--- src/hdl/wpb_pkg.sv ---
package wpb_pkg;

  localparam int unsigned CoordW = 32;
  localparam int unsigned EdgeW  = 31;
  localparam int unsigned InDataW  = 136;
  localparam int unsigned OutDataW = 128;

  typedef enum logic [1:0] {
    ST_OK        = 2'd0,
    ST_OFFGRID   = 2'd1,
    ST_ZERO_INC  = 2'd2,
    ST_BAD_WIDTH = 2'd3
  } status_t;

  typedef struct packed {
    logic              is_first;
    logic              is_last;
    logic [CoordW-1:0] start_x;
    logic [CoordW-1:0] start_y;
    logic              start_along_x;
    logic [CoordW-1:0] half_width;
    logic [CoordW-1:0] increment;
  } item_t;

  typedef struct packed {
    logic [EdgeW-1:0] left_x;
    logic [EdgeW-1:0] right_x;
    logic [EdgeW-1:0] bottom_y;
    logic [EdgeW-1:0] top_y;
    status_t          status;
    logic             end_of_wire;
  } box_t;

  // signed halving, truncating toward zero
  function automatic logic [EdgeW-1:0] halve(input logic [CoordW-1:0] v);
    logic [CoordW-1:0] s;
    s = v + {{(CoordW-1){1'b0}}, v[CoordW-1]};
    return s[CoordW-1:1];
  endfunction

endpackage

--- src/hdl/wpb_seg.sv ---
module wpb_seg (
  input  logic          clk,
  input  logic          rst_n,
  input  logic          adv,
  input  wpb_pkg::item_t item,
  output logic          has_res,
  output wpb_pkg::box_t res
);

  logic [wpb_pkg::CoordW-1:0] pos_x_r, pos_y_r, hw_r;
  logic along_x_r, first_seg_r, dropping_r;

  logic [wpb_pkg::CoordW-1:0] pos_x_nxt, pos_y_nxt, hw_nxt;
  logic along_x_nxt, first_seg_nxt, dropping_nxt;

  // effective path state after a possible wire start
  logic [wpb_pkg::CoordW-1:0] px, py, w;
  logic ax, fs;
  logic bad_width, zero_inc, positive;
  logic [wpb_pkg::CoordW-1:0] start, stop, l, r, b, t;

  always_comb begin
    bad_width = item.is_first &&
                ((item.half_width == '0) || item.half_width[wpb_pkg::CoordW-1]);
    zero_inc  = (item.increment == '0);
    positive  = !item.increment[wpb_pkg::CoordW-1];

    px = item.is_first ? item.start_x : pos_x_r;
    py = item.is_first ? item.start_y : pos_y_r;
    ax = item.is_first ? item.start_along_x : along_x_r;
    w  = item.is_first ? item.half_width : hw_r;
    fs = item.is_first ? 1'b1 : first_seg_r;

    start = ax ? px : py;
    stop  = start + item.increment;
    if (!fs) begin
      start = positive ? start - w : start + w;
    end
    if (!item.is_last) begin
      stop = positive ? stop + w : stop - w;
    end
    if (ax) begin
      l = start;
      r = stop;
      b = py - w;
      t = py + w;
    end else begin
      l = px - w;
      r = px + w;
      b = start;
      t = stop;
    end

    pos_x_nxt     = pos_x_r;
    pos_y_nxt     = pos_y_r;
    along_x_nxt   = along_x_r;
    hw_nxt        = hw_r;
    first_seg_nxt = first_seg_r;
    dropping_nxt  = dropping_r;

    has_res         = 1'b1;
    res.left_x      = '0;
    res.right_x     = '0;
    res.bottom_y    = '0;
    res.top_y       = '0;
    res.status      = wpb_pkg::ST_OK;
    res.end_of_wire = 1'b1;

    if (bad_width) begin
      res.status    = wpb_pkg::ST_BAD_WIDTH;
      dropping_nxt  = 1'b1;
      first_seg_nxt = 1'b1;
    end else if (!item.is_first && dropping_r) begin
      has_res = 1'b0;
    end else if (zero_inc) begin
      res.status    = wpb_pkg::ST_ZERO_INC;
      pos_x_nxt     = px;
      pos_y_nxt     = py;
      along_x_nxt   = ax;
      hw_nxt        = w;
      first_seg_nxt = fs;
      dropping_nxt  = 1'b1;
    end else begin
      res.left_x      = wpb_pkg::halve(l);
      res.right_x     = wpb_pkg::halve(r);
      res.bottom_y    = wpb_pkg::halve(b);
      res.top_y       = wpb_pkg::halve(t);
      res.status      = ((l[0] | r[0] | b[0] | t[0]) != 1'b0) ?
                        wpb_pkg::ST_OFFGRID : wpb_pkg::ST_OK;
      res.end_of_wire = item.is_last;
      pos_x_nxt       = ax ? px + item.increment : px;
      pos_y_nxt       = ax ? py : py + item.increment;
      along_x_nxt     = !ax;
      hw_nxt          = w;
      first_seg_nxt   = item.is_last;
      dropping_nxt    = item.is_last;
    end
  end

  always_ff @(posedge clk) begin
    if (!rst_n) begin
      pos_x_r     <= '0;
      pos_y_r     <= '0;
      along_x_r   <= 1'b0;
      hw_r        <= '0;
      first_seg_r <= 1'b1;
      dropping_r  <= 1'b0;
    end else if (adv) begin
      pos_x_r     <= pos_x_nxt;
      pos_y_r     <= pos_y_nxt;
      along_x_r   <= along_x_nxt;
      hw_r        <= hw_nxt;
      first_seg_r <= first_seg_nxt;
      dropping_r  <= dropping_nxt;
    end
  end

endmodule

--- src/hdl/wire_path_to_boxes_core.sv ---
// Wire path to boxes: each request is one segment of a layout wire, and the
// block answers with at most one box (or an error result) per request. It
// takes one request every clock cycle as long as results are taken when they
// are offered. A taken request sits in the input register while the segment
// logic works on it; its box is loaded into the result register, which offers
// it, when the input stage advances. A held result blocks the input only when
// the next request also makes a result.
// The running path point is kept in the segment stage, so back to back
// segments of one wire need no bubbles.
// A wire whose width or increment is bad ends with an error result and its
// remaining requests are swallowed until the next request flagged as first.
module wire_path_to_boxes_core (
  input  logic                          clk,
  input  logic                          rst_n,
  input  logic                          in_tvalid,
  output logic                          in_tready,
  // start_x[31:0], start_y[63:32], start_along_x[64], half_width[96:65],
  // increment[128:97], zero fill above
  input  logic [wpb_pkg::InDataW-1:0]   in_tdata,
  // is_first[0]
  input  logic                          in_tuser,
  input  logic                          in_tlast,
  output logic                          out_tvalid,
  input  logic                          out_tready,
  // left_x[30:0], right_x[61:31], bottom_y[92:62], top_y[123:93], zero fill
  output logic [wpb_pkg::OutDataW-1:0]  out_tdata,
  // status[1:0]
  output logic [1:0]                    out_tuser,
  output logic                          out_tlast
);

  wpb_pkg::item_t s1_item_r, s1_item_nxt;
  logic           s1_v_r, s1_v_nxt;
  wpb_pkg::box_t  out_res_r, out_res_nxt;
  logic           out_v_r, out_v_nxt;

  wpb_pkg::box_t  seg_res;
  logic           seg_has_res;
  logic           out_free, s1_adv, in_fire;

  assign out_free  = !out_v_r || out_tready;
  assign s1_adv    = s1_v_r && (!seg_has_res || out_free);
  assign in_tready = !s1_v_r || s1_adv;
  assign in_fire   = in_tvalid && in_tready;

  always_comb begin
    s1_item_nxt.is_first      = in_tuser;
    s1_item_nxt.is_last       = in_tlast;
    s1_item_nxt.start_x       = in_tdata[31:0];
    s1_item_nxt.start_y       = in_tdata[63:32];
    s1_item_nxt.start_along_x = in_tdata[64];
    s1_item_nxt.half_width    = in_tdata[96:65];
    s1_item_nxt.increment     = in_tdata[128:97];

    s1_v_nxt = in_fire ? 1'b1 : (s1_adv ? 1'b0 : s1_v_r);

    out_res_nxt = out_res_r;
    out_v_nxt   = out_v_r;
    if (s1_adv && seg_has_res) begin
      out_res_nxt = seg_res;
      out_v_nxt   = 1'b1;
    end else if (out_tready) begin
      out_v_nxt = 1'b0;
    end
  end

  wpb_seg u_seg (
    .clk     (clk),
    .rst_n   (rst_n),
    .adv     (s1_adv),
    .item    (s1_item_r),
    .has_res (seg_has_res),
    .res     (seg_res)
  );

  always_ff @(posedge clk) begin
    if (!rst_n) begin
      s1_v_r  <= 1'b0;
      out_v_r <= 1'b0;
    end else begin
      s1_v_r  <= s1_v_nxt;
      out_v_r <= out_v_nxt;
    end
  end

  always_ff @(posedge clk) begin
    if (in_fire) begin
      s1_item_r <= s1_item_nxt;
    end
    out_res_r <= out_res_nxt;
  end

  assign out_tvalid = out_v_r;
  assign out_tdata  = {{(wpb_pkg::OutDataW - 4*wpb_pkg::EdgeW){1'b0}},
                       out_res_r.top_y, out_res_r.bottom_y,
                       out_res_r.right_x, out_res_r.left_x};
  assign out_tuser  = out_res_r.status;
  assign out_tlast  = out_res_r.end_of_wire;

  // error results always close the wire
  a_err_ends_wire: assert property (@(posedge clk) disable iff (!rst_n)
    out_tvalid && (out_tuser == wpb_pkg::ST_ZERO_INC ||
                   out_tuser == wpb_pkg::ST_BAD_WIDTH) |-> out_tlast)
    else $error("error result without end of wire");

  // error results carry no box
  a_err_no_box: assert property (@(posedge clk) disable iff (!rst_n)
    out_tvalid && (out_tuser == wpb_pkg::ST_ZERO_INC ||
                   out_tuser == wpb_pkg::ST_BAD_WIDTH) |-> out_tdata == '0)
    else $error("error result with nonzero box");

  // a held segment stays in the input stage
  a_s1_hold: assert property (@(posedge clk) disable iff (!rst_n)
    s1_v_r && !s1_adv |=> s1_v_r && $stable(s1_item_r))
    else $error("input stage lost a held request");

  // a result is only loaded into a free output register
  a_out_no_overwrite: assert property (@(posedge clk) disable iff (!rst_n)
    out_v_r && !out_tready |=> out_v_r && $stable(out_res_r))
    else $error("pending result overwritten");

  a_reset_idle: assert property (@(posedge clk)
    !rst_n |=> !out_tvalid && in_tready)
    else $error("block not idle after reset");

endmodule

--- config.mk ---
export PLATFORM = sky130hd
export DESIGN_NAME = wire_path_to_boxes_core
export DESIGN_NICKNAME = d
export VERILOG_FILES = /design/src/hdl/wpb_pkg.sv /design/src/hdl/wpb_seg.sv /design/src/hdl/wire_path_to_boxes_core.sv
export SDC_FILE = /design/constraint.sdc
export NUM_CORES = 1
export LEC_CHECK = 0
export BUFFER_PORTS_ARGS = -buffer_cell sky130_fd_sc_hd__buf_2
export CAP_MARGIN = 20
export CELL_PAD_IN_SITES_DETAIL_PLACEMENT = 2
export CELL_PAD_IN_SITES_GLOBAL_PLACEMENT = 2
export CORE_UTILIZATION = 29
export CTS_CLUSTER_SIZE = 24
export DETAILED_ROUTE_END_ITERATION = 10
export GPL_TIMING_DRIVEN = 0
export PLACE_DENSITY = 0.7
export SLEW_MARGIN = 20
export SYNTH_ARGS = -nofsm -noshare
export SYNTH_HDL_FRONTEND = slang
export SYNTH_HIERARCHICAL = 1
export SYNTH_SLANG_ARGS = --single-unit
--- constraint.sdc ---
create_clock -name clk -period 11.2 [get_ports clk]
set_input_delay 0.56 -clock clk [delete_from_list [all_inputs] [get_ports clk]]
set_output_delay 0.56 -clock clk [all_outputs]
set_load 0.1 [all_outputs]
After elaboration in Yosys (flattened, before gate mapping)
Index checks and enable logic that the tools add are counted.

Register bits after elaboration: 359. Output and inout port bits: 133.

Add/sub/neg operators: 15. Muxes and demuxes: 34. Reduce and logical (&&, ||, !) cells: 22. Equality and inequality tests: 1. Bitwise logic cells: 5.

Operator list (number): $mux 32 (16); $add 32x32->32 (7); $add 32x1->32 (4); $sub 32x32->32 (4); $logic_not 32->1 (2); $mux 1 (16); $logic_and 1x1->1 (5); $logic_not 1->1 (5); $logic_or 1x1->1 (4); $reduce_bool 2->1 (2); $mux 3 (1); $or 1x1->1 (3); $reduce_and 3->1 (1); $reduce_or 3->1 (1); $mux 2 (1); $ne 2x1->1 const B (1); $not 1->1 (2); $reduce_and 2->1 (1); $reduce_or 2->1 (1).

Depth between registers and ports, before layout
Gate-level depths: netlist of the first run.

Word-level depth: 13. Mapped depth: 41.

Cells and area by module
The synthesis of the first run kept the hierarchy.

Modules (own cells, without submodules): wpb_seg (cells an instance 4103, area an instance 28079.4 um2, instances 1); wire_path_to_boxes_core (cells an instance 275, area an instance 7898.8 um2, instances 1).

Least setup slack after synthesis of the first run
OpenSTA, ideal clock, no wires.

Kind: flip-flop to flip-flop. Start: register s1_item_r[130] (netlist name). End: register out_res_r, in the netlist out_tdata[60] (data pin). Path slack: 1894 ps. Arrival: 9046 ps. Library setup time: 260 ps. Path buffers: 11. Cell stages (with the launch flop): 38. Required time: 10940 ps. Cells stage by stage: edfxtp_1 -> buf_6 -> mux2i_1 -> buf_2 -> buf_2 -> buf_2 -> buf_2 -> clkbuf_1 -> clkbuf_1 -> buf_2 -> buf_1 -> clkbuf_1 -> a21oi_1 -> ha_1 -> clkbuf_2 -> a2111oi_2 -> o21ai_1 -> a211oi_1 -> [... 2 more ...] -> nor2_1 -> ha_1 -> a21o_1 -> a21o_1 -> a311oi_1 -> o211ai_1 -> a211o_1 -> and3_1 -> or3_1 -> and2_1 -> nor2_1 -> ha_1 -> nand3_1 -> a211oi_1 -> and3_1 -> nand4_1 -> or3b_1 -> mux2_2.

Cells in the longest elaborated chain, start to end: 8.

Ends and longest elaborated chain: from (decl) (RTL line wire_path_to_boxes_core.sv:32) `wpb_pkg::item_t s1_item_r, s1_item_nxt;`; from (signal assigned) (RTL line wire_path_to_boxes_core.sv:88) `s1_item_r <= s1_item_nxt;`; $mux 32, or another cell as far along (RTL line wpb_seg.sv:29) `py = item.is_first ? item.start_y : pos_y_r;`; $mux 32 (RTL line wpb_seg.sv:34) `start = ax ? px : py;`; $add 32x32->32 (RTL line wpb_seg.sv:35) `stop = start + item.increment;`; $add 32x32->32 / $sub 32x32->32 (equally long branches) (RTL line wpb_seg.sv:40) `stop = positive ? stop + w : stop - w;`; $mux 32 (RTL line wpb_seg.sv:40); $mux 32 (RTL line wpb_seg.sv:39) `if (!item.is_last) begin`; $mux 32 (RTL line wpb_seg.sv:42) `if (ax) begin`; $add 32x1->32 (RTL line wpb_pkg.sv:37) `s = v + {{(CoordW-1){1'b0}}, v[CoordW-1]};`; to (signal assigned) (RTL line wire_path_to_boxes_core.sv:90) `out_res_r <= out_res_nxt;`; to (decl) (RTL line wire_path_to_boxes_core.sv:34) `wpb_pkg::box_t out_res_r, out_res_nxt;`.

Several ways; a longest one is shown, not always the timed one. A chain may end at the register's enable or synchronous reset.

Worst setup path in the final report of the first run
Same ends and word-level chain as after synthesis.

==> flow_metrics.py, run 1 <==
metrics = {
    "drt": {
        "detail_route.drc_violations": 0,
        "totalWireLength_um": 207400,
        "initialDrtViolationCount": 2837,
        "drtPass1Iterations": 5,
        "final_antenna_net_count": 0,
        "post_drt_via_cell_ratio": 5.908,
        "avgRoutedWirePerCell_um": 32.51,
        "via_count": 37680,
    },
    "floorplanning": {
        "die_boundary_height_um": 354.2,
        "core-area_um2": 122400,
        "die-width_um": 354.2,
        "dieArea_um2": 125500,
        "initial_core_util_pct": 29.40,
        "rows": 128,
        "boundaryPins": 275,
    },
    "power_and_ir_drop": {
        "combPwrFrac_pct": 59.0,
        "powerDensity_nw_per_um2": 187.6,
        "power_consumption_mw": 7.839,
        "pwr-share-clk_pct": 19.9,
        "vdd.ir_drop.worst_uv": 128.8,
        "internal-power_mw": 3.846,
        "swShare_pct": 50.94,
        "p_leak_nw": 17.16,
        "seq_power_share_pct": 21.0,
        "power.switching_mw": 3.993,
    },
    "layout": {
        "final_layout_size_suffix_gt1_share_pct": 12.71,
        "layoutNonFillerInstCount": 6378,
        "num-nets-final": 5149,
        "area_growth_syn_to_layout_pct": 16.16,
    },
    "timing": {
        "timing_max_transition_violations_final": 0,
        "finalWorstSetupSlack_ns": 0.05429,
        "max_slew_margin_pct": 10.15,
        "number_of_hold_violations_in_the_final_report": 0,
        "finalSetupTns_ns": 0,
        "hold_slack_ns": 0.04316,
        "clock-skew-final_ns": 0.04855,
        "tightest_slew_ns": 1.314,
        "setup_viol": 0,
        "maxClockFrequency_mhz": 89.72,
        "post-route-min-period_ns": 11.15,
        "period_share_pct": 99.52,
    },
    "global_routing": {
        "via_count_of_the_first_global_routing_pass": 38610,
        "grt_start_max_net_pins": 59,
        "antenna_violations_before_repair": 10,
        "grt_usage_pct": 31.94,
        "globalRoute.totalOverflow": 0,
        "wire_length_of_the_first_global_routing_pass_um": 285700,
    },
    "critical_path": {
        "timing.critical_path.slowest_stage_cell": "ha_1",
        "crit_start": "s1_item_r[130]$_DFFE_PP_",
        "max_stage_delay_ns": 0.50,
        "crit_path_max_fanout": 13,
        "critical_path_endpoint_category": "flop",
        "worst_r2r_startpoint": "s1_item_r[130]$_DFFE_PP_",
        "worstSetupPathType": "flop to flop",
        "cp_num_cells": 37,
        "endpoint": "out_tdata[60]$_DFFE_PP_",
        "reg2reg_to": "out_tdata[60]$_DFFE_PP_",
        "worstSetupStartpointType": "flop",
        "crit_buf_inv": 10,
        "timing.reg2reg.setup_slack_ns": 0.05,
        "worst_ep_arrival_time_ns": 11.55,
        "worstRegToRegCells": 37,
        "cp_top_family": "compound AO/OA/AOI/OAI gates",
        "data_required_time_at_the_worst_endpoint_ns": 11.61,
    },
    "logic_synthesis": {
        "ys.warnings.count": 6,
        "netlist_area_um2": 35980,
        "postSynth.topFlopCell": "edfxtp_1",
        "yosys.area.top_type": "edfxtp_1",
        "synth-edff-count": 258,
        "ys_async_sr_fraction_pct": 0,
        "netlist.area_leader.share_pct": 21.53,
        "count_of_distinct_cell_types_in_the_synthesized_netlist": 117,
        "synth_sequential_area_ratio_pct": 27.15,
        "syn-mean-instance-area_um2": 8.218,
        "synthMostInstantiatedCell": "nor2_1",
        "synth_top_cells_by_area": "edfxtp_1, ha_1, dfxtp_1",
        "synth.cells.most_frequent": "nor2_1, a21oi_1, nand2_1",
        "postSynthCellCount": 4378,
        "yosys_register_bits": 359,
    },
    "clock_network": {
        "clock-sinks": 359,
        "cts_hold_buf": 0,
        "cts_buffers": 44,
        "tritoncts": "built",
        "clk-insertion-delay-late_ns": 0.69,
        "h_tree_depth": 2,
        "clk_path_buf_depth": 3,
        "clk_pin_slew_worst_paths_ns": 0.06,
        "clock_root_buffer_master": "clkbuf_16",
    },
    "placed_design": {
        "detailedPlace.worstSlack_ns": -5.356,
        "place_hpwl_um": 174100,
        "place.gp.congestion": 0.9749,
        "portBuffers": 263,
        "numPlacedInstances": 6280,
    },
    "run_status": {
        "run_status": "complete, no violations",
    },
    "hold_path": {
        "timing.hold.worst.class": "primary input to flop",
    },
    "run": {
        "max_cap_violations": 0,
    },
}
what timing repair did:
action / in CTS / in global routing
setup endpoints to repair: 124 / 14
pin swaps: 7 / 5
gates cloned: 0 / 0
gates resized for setup: 118 / 20
setup buffers: 9 / 2
registers in the layout, indices dropped and copies added (netlist names):
register / count
s1_item_r: 131
out_tuser: 2
u_seg/hw_r: 32
u_seg/along_x_r: 1
s1_v_r: 1
u_seg/dropping_r: 1
out_tlast: 1
u_seg/pos_y_r: 32
out_tvalid: 1
out_tdata: 124
u_seg/first_seg_r: 1
u_seg/pos_x_r: 32
how the worst min path moves through the flow:
stage | from | to | depth (start not counted)
final | in_tdata[76] | s1_item_r[43]$_DFFE_PP_ | 1
after CTS | in_tdata[76] | s1_item_r[43]$_DFFE_PP_ | 1
after floorplan | u_seg/pos_x_r[1]$_SDFFE_PN0P_ | u_seg/pos_x_r[1]$_SDFFE_PN0P_ | 2
after global placement | u_seg/pos_x_r[1]$_SDFFE_PN0P_ | u_seg/pos_x_r[1]$_SDFFE_PN0P_ | 2
after global routing | in_tdata[76] | s1_item_r[43]$_DFFE_PP_ | 1
after detailed placement | u_seg/pos_x_r[0]$_SDFFE_PN0P_ | u_seg/pos_x_r[0]$_SDFFE_PN0P_ | 2
layout by cell type (no fill, tap or decap), types with 24 or more instances in the layout:
cell and n:
edfxtp_1 258, nand3_1 92, o31ai_1 36, ha_1 288, mux2i_1 111, buf_2 287, dfxtp_1 100, clkbuf_16 45
nor3_1 103, o211a_1 41, a21oi_1 387, o21bai_1 25, or3_1 39, clkbuf_1 147, a21o_1 98, o211ai_1 76
nand2b_1 62, inv_1 190, nand2_1 306, nor2b_1 48, nor2_1 482, a31oi_1 47, nand4_1 39, and2_1 42
nor3b_1 31, a211oi_1 91, and3_1 41, xnor2_1 192, o21a_1 64, xor2_1 77, mux2_2 41, buf_4 24
o21ai_0 247, nor4_1 46
cell type report:
type | instances | area [um2]
multi-input combinational | 3602 | 24940
tap | 1625 | 2033
clock buffer | 52 | 1131
clock inverter | 28 | 400.4
antenna | 9 | 22.52
inverter | 198 | 743.2
timing repair buffer | 285 | 1590
buffer | 220 | 1162
fill | 14000 | 80570
sequential | 359 | 9771
cell families after synthesis:
group / Yosys count / share of synthesized area, %
AND/OR/NAND/NOR: 1451 / 19.93
multiplexers: 171 / 5.105
adder cells (fa/ha/maj): 297 / 10.52
other: 1 / 0.01042
buffers and inverters: 420 / 4.726
XOR/XNOR: 286 / 7.004
flip-flops: 359 / 27.15
AO/OA/AOI/OAI: 1393 / 25.56
stage by stage:
stage | util (%) | instance area [um2]
6_report | 34.16 | 41790
5_1_grt | 34.14 | 41770
4_1_cts | 34.05 | 41660
3_5_place_dp | 32.36 | 39590
3_3_place_gp | 32.15 | 39340
2_1_floorplan | - | 35990
layer usage:
| metal | part of all wire [%] | global-route usage, % |
|---|---|---|
| met4 | 4.9 | 13.94 |
| met2 | 45 | 51.35 |
| met3 | 5.7 | 4.046 |
| met5 | 0.0034 | 0 |
| met1 | 45 | 42.77 |
power by group through the flow:
stage	logic [mW]	clock network, mW	registers [mW]
finish	4.63	1.56	1.65
global route	4.87	1.64	1.66
CTS	4.49	1.61	1.65
detailed placement	4.40	0	1.68
global placement	4.31	0	1.68
floorplan	2.56	0	2.01
Power figures use the tool's default switching activity.
==> run 2, diff against run 1 <==
- CORE_MARGIN: not set -> 3
==> run 2 against run 1 <==
- setup slack improved by 0.12 ns
- maximum frequency increased by 1.1%
- worst hold slack improved by 0.041 ns
- utilization about the same
- cell count hardly changed
- clock-buffer cell count decreased by 1
- die area grew 2.3%
- combinational power is essentially flat
- highest routed layer unchanged
==> flow_metrics.py, run 2 (synthesized netlist as in run 1, its figures left out) <==
metrics = {
    "global_routing": {
        "grt_start_max_net_pins": 59,
        "grt_usage_pct": 31.17,
        "wire_length_of_the_first_global_routing_pass_um": 285700,
        "via_count_of_the_first_global_routing_pass": 38780,
        "antenna_violations_before_repair": 11,
        "globalRoute.totalOverflow": 0,
    },
    "layout": {
        "layoutNonFillerInstCount": 6376,
        "num-nets-final": 5147,
        "final_cell_area_um2": 41810,
        "multi_input_area_um2": 24910,
        "largest-register": "s1_item_r",
        "largest_reg_flops": 131,
        "fillerInstances": 14080,
        "layout.cells.most_common": "nor2_1",
        "final_layout_size_suffix_gt1_share_pct": 12.65,
        "sequential_cell_area_um2": 9769,
        "area_growth_syn_to_layout_pct": 16.21,
        "commonest_cells_after_routing_fill_and_taps_aside": "nor2_1, a21oi_1, nand2_1",
    },
    "clock_network": {
        "clock-sinks": 359,
        "tritoncts": "built",
        "h_tree_depth": 2,
        "clock_root_buffer_master": "clkbuf_16",
        "clk_pin_slew_worst_paths_ns": 0.06,
        "cts_buffers": 45,
        "clk_path_buf_depth": 3,
        "clk-insertion-delay-late_ns": 0.70,
    },
    "run": {
        "max_cap_violations": 0,
    },
    "floorplanning": {
        "core-area_um2": 122500,
        "dieArea_um2": 128300,
        "die_boundary_height_um": 358.2,
        "boundaryPins": 275,
        "rows": 128,
        "die-width_um": 358.2,
        "initial_core_util_pct": 29.37,
    },
    "critical_path": {
        "max_stage_delay_ns": 0.72,
        "worst_ep_arrival_time_ns": 11.46,
        "critical_path_endpoint_category": "flop",
        "data_required_time_at_the_worst_endpoint_ns": 11.63,
        "crit_buf_inv": 9,
        "worstSetupPathType": "flop to flop",
        "cp_top_family": "simple AND/OR/NAND/NOR gates",
        "crit_path_max_fanout": 28,
        "worstSetupStartpointType": "flop",
        "timing.critical_path.slowest_stage_cell": "xnor2_1",
    },
    "placed_design": {
        "numPlacedInstances": 6277,
        "dpl_cell_area_um2": 39560,
        "portBuffers": 263,
        "place_hpwl_um": 172300,
        "detailedPlace.worstSlack_ns": -5.313,
        "place.gp.congestion": 0.9557,
    },
    "hold_path": {
        "timing.hold.worst.class": "primary input to flop",
    },
    "timing": {
        "finalWorstSetupSlack_ns": 0.1753,
        "setup_viol": 0,
        "tightest_slew_ns": 1.246,
        "number_of_hold_violations_in_the_final_report": 0,
        "period_share_pct": 98.44,
        "post-route-min-period_ns": 11.02,
        "finalSetupTns_ns": 0,
        "clock-skew-final_ns": 0.05961,
        "timing_max_transition_violations_final": 0,
        "max_slew_margin_pct": 14.56,
        "setup_repair_after_global_routing_missed_its_margin": "no",
        "maxClockFrequency_mhz": 90.71,
    },
    "power_and_ir_drop": {
        "vdd.ir_drop.worst_uv": 126.2,
        "powerDensity_nw_per_um2": 189.5,
        "power_consumption_mw": 7.923,
        "p_leak_nw": 17.18,
    },
    "drt": {
        "avgRoutedWirePerCell_um": 32.25,
        "initialDrtViolationCount": 3229,
        "totalWireLength_um": 205600,
        "detail_route.drc_violations": 0,
        "drtPass1Iterations": 5,
        "final_antenna_net_count": 0,
        "via_count": 37780,
        "post_drt_via_cell_ratio": 5.926,
    },
    "run_status": {
        "run_status": "complete, no violations",
    },
}
==> run 2: cell count changes in the layout (fill, tap and decap cells not counted), moves of 2 or more <==
cell / delta
nor2_2: -3
diode_2: -2
buf_2: -2
clkinv_2: +4
clkbuf_8: -2
clkbuf_1: -2
mux2i_4: -2
nor2_1: +2
buf_6: +4
clkinv_1: -2
bufinv_16: +2
buf_8: -4
==> run 2: through the flow <==
stage	utilization (%)	hold WS (ns)
detailed placement	32.29	0.4544
finish	34.13	0.08457
floorplan	-	0.4295
CTS	34.03	0.04276
global placement	32.11	0.4400
global route	34.11	0.05183
==> run 2: timing repair <==
action / CTS / global route
setup buffers: 11 / 4
pin swaps: 8 / 1
endpoints found under the setup margin: 124 / 27
resized for setup: 106 / 18
hold buffers: 0 / 0
==> run 2: per-layer routing <==
| metal | vias to the layer above | share of wire (%) | GRT usage [%] |
|---|---|---|---|
| li1 | 16900 | - | - |
| met1 | 19200 | 45 | 42.25 |
| met2 | 1339 | 44 | 49.07 |
| met3 | 334 | 6.1 | 4.155 |
| met4 | 6 | 5.3 | 14.48 |
| met5 | - | 0.018 | 0 |
==> run 2: cell type report <==
type	count	share of cell area, %
Inverter	198	1.778
Sequential cell	359	23.37
Tap cell	1625	4.863
Buffer	216	2.630
Timing Repair Buffer	286	3.845
Clock inverter	32	1.155
Multi-Input combinational cell	3602	59.57
Antenna cell	7	0.04190
Clock buffer	51	2.747
==> run 2: worst register-to-register path, delay by kind of cell, from the launching register on <==
kind,cells,cell delay [ns]
AND/OR/NAND/NOR,11,3.08
multiplexers,2,0.95
flip-flops,1,0.44
XOR/XNOR,1,0.72
buffers and inverters,9,2.54
AO/OA/AOI/OAI,9,2.07
adder cells (fa/ha/maj),3,0.99
==> run 2: power breakdown <==
group,internal (mW),switching (mW)
sequential,1.58,0.0696
combinational,1.38,3.26
clock,0.960,0.682
total,3.92,4.01
==> run 2: worst paths after layout <==
path,start,to,slack [ns],cells past startpoint
max,s1_item_r[130]$_DFFE_PP_,out_tdata[60]$_DFFE_PP_,0.18,35
max reg2reg,s1_item_r[130]$_DFFE_PP_,out_tdata[60]$_DFFE_PP_,0.18,35
min reg2reg,u_seg/pos_x_r[0]$_SDFFE_PN0P_,u_seg/pos_x_r[0]$_SDFFE_PN0P_,0.47,2
min,in_tdata[109],s1_item_r[12]$_DFFE_PP_,0.08,1
